**src/hw/rtl/rsa_pkg.sv**
```systemverilog
`timescale 1ns / 1ps
`default_nettype none
// ----------------------------------------------------------------------------
// rsa_pkg
// Shared constants, codes and controller/datapath bundles for the allocator.
// ----------------------------------------------------------------------------
package rsa_pkg;

    localparam int MAX_SECTORS   = 4096;
    localparam int TABLE_ENTRIES = 1024;
    localparam int SECTOR_W      = 12;
    localparam int KNOWN_W       = 13;
    localparam int IDX_W         = 10;
    localparam int MAP_WORD_W    = 32;
    localparam int MAP_DEPTH     = MAX_SECTORS / MAP_WORD_W;
    localparam int MAP_ADDR_W    = 7;
    localparam int BIT_W         = 5;
    localparam int NEED_W        = 10;
    localparam int RUN_W         = 9;
    localparam int ROW_SHIFT     = 5;
    localparam int SECTOR_SHIFT  = 12;

    localparam logic [1:0] OP_INIT   = 2'd0;
    localparam logic [1:0] OP_LOAD   = 2'd1;
    localparam logic [1:0] OP_LOOKUP = 2'd2;
    localparam logic [1:0] OP_ALLOC  = 2'd3;

    localparam logic [2:0] STAT_OK      = 3'd0;
    localparam logic [2:0] STAT_BAD_IDX = 3'd1;
    localparam logic [2:0] STAT_EMPTY   = 3'd2;
    localparam logic [2:0] STAT_TOO_BIG = 3'd3;
    localparam logic [2:0] STAT_FULL    = 3'd4;
    localparam logic [2:0] STAT_DROPPED = 3'd5;

    typedef enum logic [3:0] {
        ST_CLEAR,
        ST_IDLE,
        ST_DECODE,
        ST_TREAD,
        ST_FREE_RD,
        ST_FREE_WR,
        ST_SCAN_RD,
        ST_SCAN_CHK,
        ST_PLACE,
        ST_USE_RD,
        ST_USE_WR,
        ST_RESULT
    } state_t;

    typedef enum logic [2:0] {
        RES_INIT,
        RES_BAD_IDX,
        RES_LOAD,
        RES_LOOKUP,
        RES_TOO_BIG,
        RES_REUSE,
        RES_FULL,
        RES_ALLOC
    } res_kind_t;

    typedef struct packed {
        logic      latch_in;
        logic      clr_start;
        logic      clr_init;
        logic      clr_step;
        logic      load_write;
        logic      tbl_read;
        logic      free_start;
        logic      load_mark_start;
        logic      use_start;
        logic      mark_rd;
        logic      mark_wr;
        logic      scan_start;
        logic      scan_rd;
        logic      scan_chk;
        logic      alloc_write;
        logic      res_load;
        res_kind_t res_kind;
    } rsa_cmd_t;

    typedef struct packed {
        logic       clr_last;
        logic [1:0] op;
        logic       idx_ok;
        logic       load_good;
        logic       need_big;
        logic       reuse;
        logic       old_zero;
        logic       mark_last;
        logic       rd_end;
        logic       chk_hit;
        logic       chk_end;
        logic       chk_same;
        logic       region_full;
        logic       out_block;
    } rsa_sts_t;

endpackage
`default_nettype wire

```
**src/hw/rtl/rsa_ctrl.sv**
```systemverilog
`timescale 1ns / 1ps
`default_nettype none
// ----------------------------------------------------------------------------
// rsa_ctrl
// Sequencer: steps the datapath through clear, load, lookup and allocate.
// ----------------------------------------------------------------------------
module rsa_ctrl (
    input  wire logic              clk,
    input  wire logic              rst_n,
    input  wire logic              in_valid,
    output logic                   in_stall,
    input  rsa_pkg::rsa_sts_t      sts,
    output rsa_pkg::rsa_cmd_t      cmd
);

    rsa_pkg::state_t    state_reg, state_next;
    rsa_pkg::res_kind_t res_kind_reg, res_kind_next;
    logic               clr_init_reg, clr_init_next;

    always_ff @(posedge clk or negedge rst_n)
    begin
        if (!rst_n)
        begin
            state_reg    <= rsa_pkg::ST_CLEAR;
            res_kind_reg <= rsa_pkg::RES_INIT;
            clr_init_reg <= 1'b0;
        end
        else
        begin
            state_reg    <= state_next;
            res_kind_reg <= res_kind_next;
            clr_init_reg <= clr_init_next;
        end
    end

    // next state
    always_comb
    begin
        state_next    = state_reg;
        res_kind_next = res_kind_reg;
        clr_init_next = clr_init_reg;
        case (state_reg)
            rsa_pkg::ST_CLEAR:
            begin
                if (sts.clr_last)
                begin
                    if (clr_init_reg)
                    begin
                        res_kind_next = rsa_pkg::RES_INIT;
                        state_next    = rsa_pkg::ST_RESULT;
                    end
                    else
                    begin
                        state_next = rsa_pkg::ST_IDLE;
                    end
                end
            end
            rsa_pkg::ST_IDLE:
            begin
                if (in_valid)
                    state_next = rsa_pkg::ST_DECODE;
            end
            rsa_pkg::ST_DECODE:
            begin
                if (sts.op == rsa_pkg::OP_INIT)
                begin
                    clr_init_next = 1'b1;
                    state_next    = rsa_pkg::ST_CLEAR;
                end
                else if (!sts.idx_ok)
                begin
                    res_kind_next = rsa_pkg::RES_BAD_IDX;
                    state_next    = rsa_pkg::ST_RESULT;
                end
                else if (sts.op == rsa_pkg::OP_LOAD)
                begin
                    res_kind_next = rsa_pkg::RES_LOAD;
                    state_next    = sts.load_good ? rsa_pkg::ST_USE_RD : rsa_pkg::ST_RESULT;
                end
                else
                begin
                    state_next = rsa_pkg::ST_TREAD;
                end
            end
            rsa_pkg::ST_TREAD:
            begin
                if (sts.op == rsa_pkg::OP_LOOKUP)
                begin
                    res_kind_next = rsa_pkg::RES_LOOKUP;
                    state_next    = rsa_pkg::ST_RESULT;
                end
                else if (sts.need_big)
                begin
                    res_kind_next = rsa_pkg::RES_TOO_BIG;
                    state_next    = rsa_pkg::ST_RESULT;
                end
                else if (sts.reuse)
                begin
                    res_kind_next = rsa_pkg::RES_REUSE;
                    state_next    = rsa_pkg::ST_RESULT;
                end
                else if (sts.old_zero)
                begin
                    state_next = rsa_pkg::ST_SCAN_RD;
                end
                else
                begin
                    state_next = rsa_pkg::ST_FREE_RD;
                end
            end
            rsa_pkg::ST_FREE_RD:
            begin
                state_next = rsa_pkg::ST_FREE_WR;
            end
            rsa_pkg::ST_FREE_WR:
            begin
                state_next = sts.mark_last ? rsa_pkg::ST_SCAN_RD : rsa_pkg::ST_FREE_RD;
            end
            rsa_pkg::ST_SCAN_RD:
            begin
                state_next = sts.rd_end ? rsa_pkg::ST_PLACE : rsa_pkg::ST_SCAN_CHK;
            end
            rsa_pkg::ST_SCAN_CHK:
            begin
                if (sts.chk_hit || sts.chk_end)
                    state_next = rsa_pkg::ST_PLACE;
                else if (!sts.chk_same)
                    state_next = rsa_pkg::ST_SCAN_RD;
            end
            rsa_pkg::ST_PLACE:
            begin
                if (sts.region_full)
                begin
                    res_kind_next = rsa_pkg::RES_FULL;
                    state_next    = rsa_pkg::ST_RESULT;
                end
                else
                begin
                    res_kind_next = rsa_pkg::RES_ALLOC;
                    state_next    = rsa_pkg::ST_USE_RD;
                end
            end
            rsa_pkg::ST_USE_RD:
            begin
                state_next = rsa_pkg::ST_USE_WR;
            end
            rsa_pkg::ST_USE_WR:
            begin
                state_next = sts.mark_last ? rsa_pkg::ST_RESULT : rsa_pkg::ST_USE_RD;
            end
            rsa_pkg::ST_RESULT:
            begin
                if (!sts.out_block)
                    state_next = rsa_pkg::ST_IDLE;
            end
            default:
            begin
                state_next = rsa_pkg::ST_IDLE;
            end
        endcase
    end

    // outputs
    always_comb
    begin
        cmd          = '0;
        cmd.res_kind = res_kind_reg;
        cmd.clr_init = clr_init_reg;
        in_stall     = 1'b1;
        case (state_reg)
            rsa_pkg::ST_CLEAR:
            begin
                cmd.clr_step = 1'b1;
            end
            rsa_pkg::ST_IDLE:
            begin
                in_stall     = 1'b0;
                cmd.latch_in = in_valid;
            end
            rsa_pkg::ST_DECODE:
            begin
                if (sts.op == rsa_pkg::OP_INIT)
                begin
                    cmd.clr_start = 1'b1;
                    cmd.clr_init  = 1'b1;
                end
                else if (sts.idx_ok && sts.op == rsa_pkg::OP_LOAD)
                begin
                    cmd.load_write      = 1'b1;
                    cmd.load_mark_start = sts.load_good;
                end
                else if (sts.idx_ok)
                begin
                    cmd.tbl_read = 1'b1;
                end
            end
            rsa_pkg::ST_TREAD:
            begin
                if (sts.op == rsa_pkg::OP_ALLOC && !sts.need_big && !sts.reuse)
                begin
                    cmd.free_start = !sts.old_zero;
                    cmd.scan_start = sts.old_zero;
                end
            end
            rsa_pkg::ST_FREE_RD:
            begin
                cmd.mark_rd = 1'b1;
            end
            rsa_pkg::ST_FREE_WR:
            begin
                cmd.mark_wr    = 1'b1;
                cmd.scan_start = sts.mark_last;
            end
            rsa_pkg::ST_SCAN_RD:
            begin
                cmd.scan_rd = 1'b1;
            end
            rsa_pkg::ST_SCAN_CHK:
            begin
                cmd.scan_chk = 1'b1;
            end
            rsa_pkg::ST_PLACE:
            begin
                cmd.alloc_write = !sts.region_full;
                cmd.use_start   = !sts.region_full;
            end
            rsa_pkg::ST_USE_RD:
            begin
                cmd.mark_rd = 1'b1;
            end
            rsa_pkg::ST_USE_WR:
            begin
                cmd.mark_wr = 1'b1;
            end
            rsa_pkg::ST_RESULT:
            begin
                cmd.res_load = !sts.out_block;
            end
            default:
            begin
                in_stall = 1'b1;
            end
        endcase
    end

    a_accept_idle: assert property (@(posedge clk) disable iff (!rst_n)
        (in_valid && !in_stall) |-> (state_reg == rsa_pkg::ST_IDLE))
        else $error("beat accepted outside idle");

    a_no_overwrite: assert property (@(posedge clk) disable iff (!rst_n)
        cmd.res_load |-> !sts.out_block)
        else $error("result loaded over a held beat");

    a_chk_after_rd: assert property (@(posedge clk) disable iff (!rst_n)
        (state_reg == rsa_pkg::ST_SCAN_CHK) |->
        ($past(state_reg) == rsa_pkg::ST_SCAN_RD || $past(state_reg) == rsa_pkg::ST_SCAN_CHK))
        else $error("bitmap checked without a read");

endmodule
`default_nettype wire

```
**config.mk**
```make
export PLATFORM = sky130hd
export DESIGN_NAME = rsa_ctrl
export DESIGN_NICKNAME = d
export VERILOG_FILES = /design/src/hw/rtl/rsa_pkg.sv /design/src/hw/rtl/rsa_ctrl.sv
export SDC_FILE = /design/constraint.sdc
export NUM_CORES = 1
export LEC_CHECK = 0
export ABC_CLOCK_PERIOD_IN_PS = 4600
export BUFFER_PORTS_ARGS = -buffer_cell sky130_fd_sc_hd__buf_4
export CAP_MARGIN = 10
export CORE_MARGIN = 1
export CORE_UTILIZATION = 50
export CTS_CLUSTER_DIAMETER = 40
export DETAILED_ROUTE_END_ITERATION = 16
export PLACE_DENSITY_LB_ADDON = 0.15
export SLEW_MARGIN = 20
export SYNTH_ARGS = -nofsm -noshare
export SYNTH_HDL_FRONTEND = slang
export SYNTH_SLANG_ARGS = --single-unit
export TNS_END_PERCENT = 1
```
**constraint.sdc**
```tcl
create_clock -name clk -period 4.6 [get_ports clk]
set_input_delay 0.69 -clock clk [delete_from_list [all_inputs] [get_ports clk]]
set_output_delay 0.69 -clock clk [all_outputs]
set_load 0.03 [all_outputs]
```
==> results.toml, run 1 <==
[layout]
largest_reg_flops = 4
drive_gt1_share_pct = 34.7
n_fill_cell = 141
nets = 170
area_delta_synth_final_pct = 29.1
diodes = 0
stdcell_area_sq_um = 1160
multi_input_area_sq_um = 612
regArea_sq_um = 200
fin_cells = 174

[floorplanning]
die_h_microns = 44.5
ios = 38
dieWidth_microns = 44.5
die_area_sq_um = 1980
coreArea_sq_um = 1590
row_count = 14
start_util_pct = 56.6

[yosys]
ys_seq_area_share_pct = 22.2
async_flop_share_pct = 100
synth_area_sq_um = 902
synth_edf_count = 0
yosys_most_used_dff = "dfrtp_1"
synth_nets = 137
syn_area_per_cell_sq_um = 7.58
synthTopCellsByArea = "dfrtp_1, nor2_1, nand2_1"
synthCells = 119
synth_top_cell_by_area = "dfrtp_1"
synthDistinctLibCells = 43
synth_top_area_share_pct = 22.2
ys_ff_latch = 8
yosysWarnings = 0
synth_common_cells = "nor2_1, nand2_1, a21oi_1, dfrtp_1"
yosysMostFrequentCell = "nor2_1"

[routing]
routed_wl_microns = 2500
dr.pass1.iters = 4
drt_iter0_drc = 40
wire_per_inst_microns = 14.4
vias = 1038
vias_per_cell = 5.97
route.detailed.drc = 0
ant_nets = 0

[status]
status = "finished, final reports clean"

[clock_network]
cts-hold-fix-buffers = 0
cts_tree = "built"
cts_resized = 0
htree_levels = 1
numCtsBuffers = 3
cts_setup_buffers = 0
cts_buffer_depth = 2
clk_pin_slew_ps = 50
clk_latency_ps = 250
cts_sinks = 8
clockRootBuffer = "clkbuf_4"

[placement]
placed_cell_area_sq_um = 1140
io_buffers = 37
post-dp-hpwl_microns = 1950
gp_congestion = 0.883
place_inst = 171

[global_route]
grt_antenna_before_repair = 0
grt_pass1_wl_microns = 4000
gr-total-overflow = 0
grt_use_total_pct = 26.9
grt_pass1_vias = 904
grt_start_max_net_pins = 21

[setup_path]
path_max_fanout = 18
crit_type = "flip-flop to output pin"
r2r_setup_slack_ps = 2330
endpoint = "cmd[7]"
worst_r2r_path_depth = 5
worstPathRequired_ps = 3910
worstSetupStartpoint = "state_reg[1]"
cp_data_arrival_time_ps = 2200
endpoint_kind = "output pin"
r2r_end = "res_kind_reg[1]"
worst_r2r_startpoint = "state_reg[1]"
crit_path_start_kind = "flip-flop"

[timing]
drv_slew = 0
tns_ps = 0
grt_setup_unrepaired = "no"
setup_violations = 0
fin_crit_ps = 2890
hold_ws_ps = 251
max_freq_ghz = 0.346
timing.slew.headroom_pct = 54.0
final-hold-violation-count = 0
min_period_over_period_pct = 62.8
worstMarginPinSlew_ps = 691
finClkSkew_ps = 0.997

[min_path]
hp-class = "input pin to asynchronous set/reset pin"

[power_and_ir_drop]
total_power_mw = 0.725
powerDensity_nw_per_um2 = 622
leakage_nw = 0.536
peakVddDrop_uv = 630

[flow_run]
cap_viol_max_count = 0
routing by layer:
layer	global-route usage, %	vias to the layer above	wire length [microns]
li1	-	497	-
met4	4.85	0	25
met1	35.7	486	1050
met5	0	-	0
met3	6.53	2	144
met2	44.7	53	1280
worst max-delay path, cell delays in order (launching register included):
cell and delay (ps):
dfrtp_1 670, nand2_1 410, nor4b_2 380, nand3_1 140, o22ai_1 160, buf_4 190
worst min-delay path by stage:
stage,start,end,slack (ps),cells after the start
floorplan,rst_n,clr_init_reg,390,0
global placement,res_kind_reg[2],res_kind_reg[2],490,1
detailed placement,res_kind_reg[2],res_kind_reg[2],500,1
CTS,rst_n,res_kind_reg[2],250,1
global route,rst_n,clr_init_reg,250,1
finish,rst_n,clr_init_reg,250,1
kinds of logic (layout without fill, tap and decap cells):
group	Yosys count	count (layout)	synth area share, %
AND/OR/NAND/NOR	58	58	35.0
AO/OA/AOI/OAI	35	35	29.3
buffers and inverters	15	46	9.98
flip-flops	8	8	22.2
multiplexers	3	3	3.61
metrics by stage:
stage                     util, %  worst slack, ps
final                        73.1             1710
after detailed placement     71.7             2010
after floorplan                 -             1830
after global routing         73.1             1530
after CTS                    73.1             1740
after global placement       71.7             2090
placed cells by master (no fill, tap or decap), drive strengths merged, types with 3 or more instances in the layout:
cell / count
nand2b: 7
buf: 37
nor2: 16
nor4: 3
o21ai: 6
clkbuf: 3
inv: 6
nor2b: 4
a21oi: 9
nor3: 5
nand2: 13
dfrtp: 8
report_power, final:
group / total, mW / internal (mW) / switching, mW
Clock: 0.0530 / 0.0298 / 0.0232
Sequential: 0.184 / 0.0993 / 0.0852
Combinational: 0.487 / 0.217 / 0.271
Total: 0.725 / 0.346 / 0.379
layout make-up:
cell class                 count  share of cell area, %
multi-input combinational     96                   52.5
timing repair buffer          37                   23.8
clock buffer                   3                   1.93
inverter                       6                   1.93
sequential                     8                   17.2
tap                           24                   2.58
No activity file was read; power rests on OpenSTA's default activity.
==> run 2, diff against run 1 <==
--- a/config.mk
+++ b/config.mk
@@ -5,11 +5,12 @@
 export SDC_FILE = /design/constraint.sdc
 export NUM_CORES = 1
 export LEC_CHECK = 0
-export ABC_CLOCK_PERIOD_IN_PS = 4600
+export ABC_CLOCK_PERIOD_IN_PS = 3000
 export BUFFER_PORTS_ARGS = -buffer_cell sky130_fd_sc_hd__buf_4
 export CAP_MARGIN = 10
+export CORE_ASPECT_RATIO = 0.7
 export CORE_MARGIN = 1
-export CORE_UTILIZATION = 50
+export CORE_UTILIZATION = 47
 export CTS_CLUSTER_DIAMETER = 40
 export DETAILED_ROUTE_END_ITERATION = 16
 export PLACE_DENSITY_LB_ADDON = 0.15
==> constraint.sdc (replaced) <==
create_clock -name clk -period 3 [get_ports clk]
set_input_delay 0.45 -clock clk [delete_from_list [all_inputs] [get_ports clk]]
set_output_delay 0.45 -clock clk [all_outputs]
set_load 0.03 [all_outputs]
==> run 2 against run 1 <==
Via count grew 0.19%. Combinational power grew 58%. Die area grew 6.2%. Sequential share of layout area shrank 0.20 points. Critical endpoint unchanged. Largest power group unchanged. Highest routed layer unchanged.
==> results.toml, run 2 (synthesized netlist as in run 1, its figures left out) <==
[setup_path]
path_max_fanout = 18
crit_path_start_kind = "flip-flop"
endpoint_kind = "output pin"
crit_type = "flip-flop to output pin"
worstPathRequired_ps = 2550
cp_data_arrival_time_ps = 2000

[clock_network]
cts_sinks = 8
clk_latency_ps = 250
clk_pin_slew_ps = 60
cts_setup_buffers = 0
cts_resized = 0
clockRootBuffer = "clkbuf_4"
cts_buffer_depth = 2
numCtsBuffers = 3
htree_levels = 1
cts_tree = "built"
cts-hold-fix-buffers = 1

[global_route]
grt_pass1_wl_microns = 3850
grt_start_max_net_pins = 21
grt_pass1_vias = 851
grt_antenna_before_repair = 0
gr-total-overflow = 0
grt_use_total_pct = 26.0

[power_and_ir_drop]
peakVddDrop_uv = 643
powerDensity_nw_per_um2 = 964
leakage_nw = 0.545

[placement]
io_buffers = 37
post-dp-hpwl_microns = 1890
dp_worst_setup_slack_ps = 837
gp_congestion = 0.872

[timing]
tns_ps = 0
max_freq_ghz = 0.408
finClkSkew_ps = 0.406
setup_ws_ps = 550
fin_crit_ps = 2450
timing.slew.headroom_pct = 54.5
setup_violations = 0
final-hold-violation-count = 0
min_period_over_period_pct = 81.7
grt_setup_unrepaired = "no"
drv_slew = 0
worstMarginPinSlew_ps = 683

[routing]
wire_per_inst_microns = 14.2
vias = 1040
dr.pass1.iters = 4
route.detailed.drc = 0
vias_per_cell = 6.01
routed_wl_microns = 2460
drt_iter0_drc = 63
ant_nets = 0

[floorplanning]
ios = 38
row_count = 12
die_h_microns = 38.7
start_util_pct = 53.2
die_area_sq_um = 2100
coreArea_sq_um = 1700
dieWidth_microns = 54.4

[layout]
area_delta_synth_final_pct = 30.7
drive_gt1_share_pct = 34.9
diodes = 0
final_cell_mix = "buf_4, nor2_1, nand2_1, a21oi_1, dfrtp_1"
nets = 172
final_common_cell = "buf_4"
largest_reg_flops = 4

[status]
status = "finished, final reports clean"

[min_path]
hp-class = "input pin to flip-flop"

[flow_run]
cap_viol_max_count = 0
## run 2: changes by cell type in the layout (fill, tap and decap cells not counted), sizes merged
| cell | delta |
|---|---|
| buf | +1 |
| dlygate4sd3 | +1 |
## run 2: final cells by class
cell class	count	area, sq um
repair buffers	39	295
flip-flops and latches	8	200
inverters	6	22.5
fillers	156	518
multi-input cells	96	612
clock buffers	3	22.5
well taps	21	26.3
## run 2: routing by layer
metal	GRT usage, %	share of wire, %	routed length, microns
met1	36.0	46	1120
met2	40.9	44	1090
met3	8.24	9.8	241
met4	1.92	0.16	4
met5	0	0	0
## run 2: path summary, 6_finish.rpt
path / slack, ps / startpoint / to / cells past startpoint
min in group asynchronous: 550 / rst_n / res_kind_reg[2] / 2
hold reg to reg: 510 / res_kind_reg[1] / res_kind_reg[1] / 1
setup reg to reg: 950 / state_reg[1] / res_kind_reg[2] / 5
max in group asynchronous: 2330 / rst_n / state_reg[3] / 2
hold / removal: 440 / sts[0] / state_reg[3] / 2
setup / recovery: 550 / state_reg[1] / cmd[7] / 5
## run 2: critical path, stage by stage, from the launching register on
cell,delay (ps)
dfrtp_1,660
nand2_1,170
nor4b_2,370
nand3_1,170
o22ai_1,180
buf_4,190
## run 2: stage by stage
step	instance area (sq um)	power [mW]	hold slack [ps]	utilization, %	std cells
final	1180	1.14	442	69.5	173
after global routing	1180	1.21	443	69.5	173
after CTS	1180	1.13	440	69.5	173
after detailed placement	1150	1.04	273	67.6	169
after global placement	1150	1.03	271	67.6	169
after floorplan	902	0.875	154	-	119
## run 2: where the power goes
group	internal, mW	switching [mW]	leakage, nW
sequential	0.152	0.131	0.0981
combinational	0.342	0.427	0.433
clock	0.0459	0.0385	0.0138
total	0.540	0.597	0.545
